--- config.mk ---
export PLATFORM = sky130hd
export DESIGN_NAME = swfa_div
export DESIGN_NICKNAME = d
export VERILOG_FILES = /design/src/rtl/swfa_pkg.sv /design/src/rtl/swfa_div.sv
export SDC_FILE = /design/constraint.sdc
export NUM_CORES = 1
export LEC_CHECK = 0
export ABC_AREA = 1
export BUFFER_PORTS_ARGS = -buffer_cell sky130_fd_sc_hd__buf_2
export CORE_ASPECT_RATIO = 1.5
export CORE_MARGIN = 4
export CORE_UTILIZATION = 52
export DETAILED_ROUTE_END_ITERATION = 10
export PLACE_DENSITY = 0.84
export SKIP_CTS_REPAIR_TIMING = 1
export SYNTH_ARGS = -nofsm -noshare
export SYNTH_HDL_FRONTEND = slang
export SYNTH_SLANG_ARGS = --single-unit
--- constraint.sdc ---
create_clock -name clk -period 2.1 [get_ports clk]
set_input_delay 0.63 -clock clk [delete_from_list [all_inputs] [get_ports clk]]
set_output_delay 0.63 -clock clk [all_outputs]
set_load 0.02 [all_outputs]
--- src/rtl/swfa_pkg.sv ---
// Package for the seasonal window-average fit block.
// Holds sizes, register indexes, the sequencer state type and the divider result type.
// No dependencies.
package swfa_pkg;

    localparam int MAX_PERIOD   = 64;
    localparam int MAX_WINDOW   = 8;
    localparam int SAMPLE_BITS  = 32;
    localparam int RING_DEPTH   = MAX_PERIOD * MAX_WINDOW;
    localparam int ADDR_BITS    = $clog2(RING_DEPTH);
    localparam int BACK_BITS    = $clog2(RING_DEPTH + 1);
    localparam int PERIOD_BITS  = 7;
    localparam int WINDOW_BITS  = 4;
    localparam int PHASE_BITS   = 6;
    localparam int KBITS        = $clog2(MAX_WINDOW + 1);
    localparam int SUM_BITS     = SAMPLE_BITS + $clog2(MAX_WINDOW);
    localparam int CFG_IDX_BITS = 1;
    localparam int CFG_BITS     = PERIOD_BITS;
    localparam int DIV_CNT_BITS = $clog2(SUM_BITS + 1);

    localparam logic [CFG_IDX_BITS-1:0] REG_SEASON_LENGTH = 1'b0;
    localparam logic [CFG_IDX_BITS-1:0] REG_WINDOW_LENGTH = 1'b1;

    typedef enum logic [1:0] {
        ST_IDLE,
        ST_READ,
        ST_DIVGO,
        ST_DIV
    } seq_state_t;

    typedef struct packed {
        logic                          done;
        logic                          busy;
        logic signed [SAMPLE_BITS-1:0] quot;
    } div_res_t;

endpackage

--- src/rtl/swfa_div.sv ---
// Restoring radix-2 divider: signed sum by a small unsigned count, truncating toward zero.
// One quotient bit per cycle. Depends on swfa_pkg.
module swfa_div
(
    input  logic                                  clk,
    input  logic                                  rst_n,
    input  logic                                  start,
    input  logic signed [swfa_pkg::SUM_BITS-1:0]  dividend,
    input  logic [swfa_pkg::KBITS-1:0]            divisor,
    output swfa_pkg::div_res_t                    res
);

    logic                                busy_reg, busy_next;
    logic                                done_reg, done_next;
    logic [swfa_pkg::DIV_CNT_BITS-1:0]   cnt_reg, cnt_next;
    logic                                neg_reg, neg_next;
    logic [swfa_pkg::SUM_BITS-1:0]       quo_reg, quo_next;
    logic [swfa_pkg::KBITS-1:0]          rem_reg, rem_next;
    logic [swfa_pkg::KBITS-1:0]          dvs_reg, dvs_next;
    logic [swfa_pkg::KBITS:0]            trial;
    logic [swfa_pkg::SUM_BITS-1:0]       signed_quo;

    always_ff @(posedge clk or negedge rst_n)
    begin
        if (!rst_n)
        begin
            busy_reg <= 1'b0;
            done_reg <= 1'b0;
            cnt_reg  <= '0;
        end
        else
        begin
            busy_reg <= busy_next;
            done_reg <= done_next;
            cnt_reg  <= cnt_next;
        end
    end

    always_ff @(posedge clk)
    begin
        neg_reg <= neg_next;
        quo_reg <= quo_next;
        rem_reg <= rem_next;
        dvs_reg <= dvs_next;
    end

    always_comb
    begin
        busy_next = busy_reg;
        done_next = 1'b0;
        cnt_next  = cnt_reg;
        neg_next  = neg_reg;
        quo_next  = quo_reg;
        rem_next  = rem_reg;
        dvs_next  = dvs_reg;
        trial     = {rem_reg, quo_reg[swfa_pkg::SUM_BITS-1]};
        if (start)
        begin
            busy_next = 1'b1;
            cnt_next  = swfa_pkg::DIV_CNT_BITS'(swfa_pkg::SUM_BITS);
            neg_next  = dividend[swfa_pkg::SUM_BITS-1];
            quo_next  = dividend[swfa_pkg::SUM_BITS-1] ? 
                        swfa_pkg::SUM_BITS'(-dividend) : dividend;
            rem_next  = '0;
            dvs_next  = divisor;
        end
        else if (busy_reg)
        begin
            if (trial >= {1'b0, dvs_reg})
            begin
                rem_next = swfa_pkg::KBITS'(trial - {1'b0, dvs_reg});
                quo_next = {quo_reg[swfa_pkg::SUM_BITS-2:0], 1'b1};
            end
            else
            begin
                rem_next = trial[swfa_pkg::KBITS-1:0];
                quo_next = {quo_reg[swfa_pkg::SUM_BITS-2:0], 1'b0};
            end
            cnt_next = cnt_reg - 1'b1;
            if (cnt_reg == swfa_pkg::DIV_CNT_BITS'(1))
            begin
                busy_next = 1'b0;
                done_next = 1'b1;
            end
        end
    end

    assign signed_quo = neg_reg ? -quo_reg : quo_reg;
    assign res.done   = done_reg;
    assign res.busy   = busy_reg;
    assign res.quot   = signed_quo[swfa_pkg::SAMPLE_BITS-1:0];

endmodule

==> metrics.md, run 1 <==
| Metric | Value |
|---|---|
| FF-to-FF setup slack | 0.34 ns |
| Gpl congestion | about 0.95 |
| Diode count | 0 |
| Core area | 0.008158 mm^2 |
| Worst-Skew Late Latency | 0.30 ns |
| Worst Path Max Fanout | 7 |
| Die Width | approximately 83 um |
| Cells on worst reg2reg path | 8 |
| DP Wirelength | 10,060 um |
| Min-delay worst type | input pin to async pin |
| Grt ovf | 0 |
| Post-synth top area share | 27.27% |
| CP Capture Type | output port |
| Outcome | finished with violations |
| Rows | 40 |
| Unrepaired setup endpoints after global routing | yes |
| Clock Skew | 0.007711 ns |
| Slew @ Worst Pin | 0.4573 ns |
| Die area | around 0.010 mm^2 |
| Layout cell share with drive strength beyond 1 | 28.48% |
| Area leader, netlist | edfxtp_1 |
| First-pass GRT wire length | 20,630 um |
| # nets final | 798 |
| CTS tree | built |
| Number of buffers added on ports | 75 |
| Die Span Y | 120.7 um |
| Min cycle time layout | 2.630 ns |
| CP Data Required Time | between 1 and 1.5 ns |
| Initial Util | a little over half |
| Detailed Route WL | about 13,000 um |
| Primary FF master, synth | edfxtp_1 |
| CP Class | flop to output port |
| # setup viols final | 30 |
| Area Overhead vs Synth | 28.30% |
| Vias in the first global route | 4,551 |
| Final worst-path cycle share | 125.2% |
| Iter 0 DRT Violations | about 510 |
| Sequential-to-total area share from yosys stat | 33.64% |
| CP Data Arrival Time | approximately 2 ns |
| Number of routed nets with antenna violations | 0 |
| Htree depth | 2 |
| Largest net degree at the start of global routing | 36 |
| Initial antenna violation count | 0 |
| Mean Syn Cell Area | 7.069 um^2 |
| GRT Overall Usage | 25.03% |
| Max reg flops | 35 |
| Post-Syn Area | 0.004404 mm^2 |
| Total number of vias | approximately 4,700 |
| Final setup margin | -0.5296 ns |
| TritonRoute pass-1 iters | 5 |
| Synthesized instance count | 623 |
| Placement Cell Area | roughly 0.0052 mm^2 |
| Area contributors post-synth | edfxtp_1, nand2_1, nand3_1 |
| Pleak | 0.002681 uW |
| Top-level port count | 76 |
| Via density | roughly 5.5 |
| Post-synth EDFFs | 40 |
| Syn_nets | around 670 |
| Final hold violations | 0 |
| Max-slew headroom | 69.31% |
| Avg WL per Cell | between 15 and 20 um |
| VDD IR max | 0.0003818 V |
| Clock Sinks | 52 |
| Max capacitance violation total | 0 |
| Async set or reset register ratio after synthesis | 15.38% |
| Drt drc | 0 |
| CTS Buf Count | 5 |
| Cell variety after synth | 39 |
| CTS clk-pin slew, worst paths | 0.07 ns |
| Root Driver | clkbuf_16 |
| Final Instance Count excl. Fillers | 853 |
| Slew Viols, Final | 0 |
| PD cells | 694.8 mW/mm^2 |
| Total power | 3926 uW |
| Max Buffers Root-to-Sink | 2 |
| Register bit total from synthesis | 52 |
| Placed instance count | 836 |
| Dpl ws | -0.1730 ns |
| Design area | 0.005650 mm^2 |
| FMAX | 380.3 MHz |
| Warnings, synthesis | 0 |
| Startpoint Class | flop |
| Failing checks | setup timing |
worst max-delay path: stages (launching register included):
cell and delay [ns]:
edfxtp_1 0.44, inv_2 0.13, buf_6 0.12, nand4_4 0.11, nor2_4 0.26, nand2_1 0.11, nand2_2 0.12, nand2_2 0.08
xor2_1 0.16, buf_4 0.16
cells in the mapped netlist, types with 6 or more instances:
cell type,n
a21oi_1,9
buf_2,8
dfrtp_1,8
edfxtp_1,40
ha_1,8
inv_1,68
nand2_1,165
nand2_2,6
nand3_1,66
nand4_1,10
nor2_1,72
nor2_2,7
nor2_4,8
nor3_1,6
o21ai_0,22
o21ai_1,26
o21ai_2,6
xnor2_1,9
xor2_1,28
through the flow:
step                util [%]   TNS (ns)  hold slack, ns
finish                 69.26     -11.88          0.1618
global route           69.26     -14.37          0.1767
CTS                    66.00     -10.21          0.1660
detailed placement     64.17     -1.613          0.4482
global placement       64.17    -0.5375          0.4431
floorplan                  -  -0.008789          0.3344
layout by cell type, fill, tap and decap left out, types with 21 or more instances in the layout:
master,n
nand2_1,157
buf_4,76
nor2_1,67
inv_1,65
nand3_1,64
buf_2,52
edfxtp_1,40
xor2_1,25
o21ai_1,24
o21ai_0,21
cell type report:
cell class | count | area (um^2)
clock buffer | 7 | 140.1
timing repair buffer | 136 | 938.4
clock inverter | 1 | 8.758
sequential | 52 | 1481
tap | 105 | 131.4
fill | 646 | 2507
inverter | 72 | 270.3
multi-input combinational | 480 | 2680
kinds of logic after synthesis:
kind of cell	Yosys count	synth area share, %
AO/OA/AOI/OAI	78	10.06
XOR/XNOR	37	7.358
adder cells (fa/ha/maj)	9	2.727
buffers and inverters	91	8.750
flip-flops	52	33.64
AND/OR/NAND/NOR	356	37.47
power breakdown:
| group | switching, uW | internal [uW] | leakage (uW) | total (uW) |
|---|---|---|---|---|
| registers | 128 | 1270 | 0.000559 | 1400 |
| logic | 989 | 703 | 0.00205 | 1690 |
| clock network | 366 | 472 | 0.0000749 | 838 |
final timing paths:
check | end | from
min reg2reg | rem_reg[3]$_SDFFE_PP0P_ | rem_reg[3]$_SDFFE_PP0P_
max in group asynchronous | cnt_reg[1]$_DFFE_PN0P_ | rst_n
min | busy_reg$_DFF_PN0_ | rst_n
min in group clk | rem_reg[3]$_SDFFE_PP0P_ | rem_reg[3]$_SDFFE_PP0P_
max | res[19] | quo_reg[0]$_DFFE_PP_
max reg2reg | quo_reg[0]$_DFFE_PP_ | dvs_reg[2]$_DFFE_PP_
routing by layer:
layer	part of all wire, %	up-vias	global-route usage, %
met4	4.6	0	12.17
met5	0	-	0
met3	5.5	56	2.931
met1	39	2178	28.60
li1	-	2283	-
met2	51	202	45.83
No activity file was read; power rests on OpenSTA's default activity.
==> inputs of run 2 (changes only) <==
--- a/config.mk
+++ b/config.mk
@@ -7,11 +7,13 @@
 export LEC_CHECK = 0
 export ABC_AREA = 1
 export BUFFER_PORTS_ARGS = -buffer_cell sky130_fd_sc_hd__buf_2
+export CAP_MARGIN = 20
 export CORE_ASPECT_RATIO = 1.5
 export CORE_MARGIN = 4
-export CORE_UTILIZATION = 52
+export CORE_UTILIZATION = 35
+export CTS_BUF_LIST = sky130_fd_sc_hd__clkbuf_4 sky130_fd_sc_hd__clkbuf_8
 export DETAILED_ROUTE_END_ITERATION = 10
-export PLACE_DENSITY = 0.84
+export PLACE_DENSITY = 0.62
 export SKIP_CTS_REPAIR_TIMING = 1
 export SYNTH_ARGS = -nofsm -noshare
 export SYNTH_HDL_FRONTEND = slang
==> run 2 against run 1 <==
Net effect:
- highest routed layer unchanged
- flip-flop and latch count unchanged
- sequential power about the same
- hold slack got worse by 0.025 ns
- critical path depth increased by 1
- routed wire length decreased by 4.2%
- via count decreased by 5.3%
- the run still ends with setup timing left
- power increased by 0.28%
- sequential share of layout area decreased by 1.2 points
- first-iteration DRC count decreased by 58%
==> metrics.md, run 2 (same netlist as run 1, synthesis figures left out) <==
| Metric | Value |
|---|---|
| # setup viols final | 31 (was 30) |
| CP Data Arrival Time | 1.93 ns (was 2.00 ns) |
| # nets final | 823 (was 798) |
| Slew Viols, Final | 0 (unchanged) |
| Number of routed nets with antenna violations | 0 (unchanged) |
| Die Width | 99.59 um (was 83.14 um) |
| GRT Overall Usage | 17.52% (was 25.03%) |
| Iter 0 DRT Violations | 217 (was 514) |
| Worst path cell trace | inv_2 > ha_4 > nand3_4 > nor2_4 > nand3b_4 > o21ai_4 > o21ai_1 > nand2_1 > nand2_2 > buf_6 (was inv_2 > buf_6 > nand4_4 > nor2_4 > nand2_1 > nand2_2 > nand2_2 > xor2_1 > buf_4) |
| Worst Path Max Fanout | 4 (was 7) |
| CP Class | flop to output port (unchanged) |
| Top-level port count | 76 (unchanged) |
| CTS Buf Count | 5 (unchanged) |
| Worst path top cell family by delay | simple AND/OR/NAND/NOR gates (unchanged) |
| CP Capture Type | output port (unchanged) |
| Total Neg Setup Slack | -10.36 ns (was -11.88 ns) |
| Startpoint Class | flop (unchanged) |
| CP Buf/Inv Count | 2 (was 3) |
| Gpl congestion | 0.9097 (was 0.9517) |
| Number of buffers added on ports | 75 (unchanged) |
| Commonest non-fill, non-tap cell in the layout | nand2_1 (unchanged) |
| Design area | 0.005929 mm^2 (was 0.005650 mm^2) |
| Layout cell share with drive strength beyond 1 | 30.92% (was 28.48%) |
| Min-delay worst type | input pin to async pin (unchanged) |
| Final worst-path cycle share | 121.8% (was 125.2%) |
| First-pass GRT wire length | 20,640 um (was 20,630 um) |
| Worst-Skew Late Latency | 0.31 ns (was 0.30 ns) |
| Htree depth | 2 (unchanged) |
| CTS tree | built (unchanged) |
| Grt ovf | 0 (unchanged) |
| Max-slew headroom | 72.31% (was 69.31%) |
| Pleak | 0.002784 uW (was 0.002681 uW) |
| Fin util | 48.85% (was 69.26%) |
| Die area | 0.01448 mm^2 (was 0.01004 mm^2) |
| Final hold violations | 0 (unchanged) |
| Drt drc | 0 (unchanged) |
| Outcome | finished with violations (unchanged) |
| Failing checks | setup timing (unchanged) |
| Max reg flops | 35 (unchanged) |
| Initial Util | 36.28% (was 53.99%) |
| Root Driver | clkbuf_8 (was clkbuf_16) |
| Slew @ Worst Pin | 0.4153 ns (was 0.4573 ns) |
| Detailed Route WL | 12,870 um (was 13,430 um) |
| Filler Cells Inserted | 1,228 (was 646) |
| VDD IR max | 0.0003311 V (was 0.0003818 V) |
| Rows | 49 (was 40) |
| Diode count | 0 (unchanged) |
| Initial antenna violation count | 0 (unchanged) |
| Worst path slowest cell | edfxtp_1 (unchanged) |
| Most frequent cells in the layout | nand2_1, buf_4, nor2_1 (unchanged) |
| PD cells | 664.0 mW/mm^2 (was 694.8 mW/mm^2) |
| Unrepaired setup endpoints after global routing | yes (unchanged) |
| TritonRoute pass-1 iters | 4 (was 5) |
| Register area | 0.001481 mm^2 (unchanged) |
| CTS clk-pin slew, worst paths | 0.10 ns (was 0.07 ns) |
| Vias in the first global route | 4,328 (was 4,551) |
| Die Span Y | 145.4 um (was 120.7 um) |
| Total number of vias | 4,469 (was 4,719) |
| FMAX | 391.1 MHz (was 380.3 MHz) |
| Final setup margin | -0.4571 ns (was -0.5296 ns) |
| Clock Skew | 0.01155 ns (was 0.007711 ns) |
| Avg WL per Cell | 13.90 um (was 15.74 um) |
| Placement Cell Area | 0.005435 mm^2 (was 0.005235 mm^2) |
| Largest net degree at the start of global routing | 38 (was 36) |
| Slowest Stage Delay on Critical Path | 0.41 ns (was 0.44 ns) |
| Clock Sinks | 52 (unchanged) |
| Area Overhead vs Synth | 34.63% (was 28.30%) |
| Min cycle time layout | 2.557 ns (was 2.630 ns) |
| CP Data Required Time | 1.47 ns (about the same) |
| Min Hold Slack | 0.1368 ns (was 0.1618 ns) |
| Dpl ws | -0.1368 ns (was -0.1730 ns) |
| DP Wirelength | 10,410 um (was 10,060 um) |
| Max capacitance violation total | 0 (unchanged) |
| Max Buffers Root-to-Sink | 2 (unchanged) |
| Via density | 4.826 (was 5.532) |
| Area occupied by multi-input gates | 0.002711 mm^2 (was 0.002680 mm^2) |
| Core area | 0.01214 mm^2 (was 0.008158 mm^2) |
[run 2: stage by stage]
| step | total power, uW | std cells |
|---|---|---|
| floorplan | 2291 | 623 |
| global placement | 2867 | 901 |
| detailed placement | 2909 | 901 |
| CTS | 3743 | 909 |
| global route | 4175 | 926 |
| finish | 3937 | 926 |
[run 2: worst paths after layout]
kind                       slack [ns]                       to               startpoint  cells after the start
setup / recovery                -0.46                  res[16]     quo_reg[1]$_DFFE_PP_                     10
hold / removal                   0.14   cnt_reg[5]$_DFFE_PN0P_                    rst_n                      1
setup reg to reg                 0.48  rem_reg[0]$_SDFFE_PP0P_     dvs_reg[1]$_DFFE_PP_                      9
hold reg to reg                  0.46  rem_reg[3]$_SDFFE_PP0P_  rem_reg[3]$_SDFFE_PP0P_                      2
max in group asynchronous        1.80   cnt_reg[1]$_DFFE_PN0P_                    rst_n                      1
min in group clk                 0.46  rem_reg[3]$_SDFFE_PP0P_  rem_reg[3]$_SDFFE_PP0P_                      2
[run 2: layout make-up]
cell class,count,area share [%]
multi-input combinational,480,45.73
sequential,52,24.98
timing repair buffer,161,19.12
inverter,72,4.621
tap,153,3.229
clock buffer,5,1.161
clock inverter,3,1.161
[run 2: power breakdown]
part	leakage [uW]	total [uW]	switching (uW)	internal (uW)
logic	0.00216	1720	968	753
registers	0.000559	1380	119	1270
clock network	0.0000687	832	352	480
[run 2: layer usage]
layer | up-vias | GRT usage [%] | wire length, um
met5 | - | 0 | 0
met4 | 0 | 5.947 | 285
met1 | 2016 | 22.41 | 5580
li1 | 2329 | - | -
met2 | 108 | 30.62 | 6556
met3 | 16 | 1.535 | 445
[run 2: worst reg2reg max path, cell delays in order, from the launching register on]
cell and delay (ns):
edfxtp_1 0.39, inv_1 0.06, ha_1 0.29, nand2_1 0.06
o21ai_1 0.17, nand2_1 0.10, nand2_1 0.21, nand2_1 0.08
o211ai_1 0.09, o21ai_1 0.08
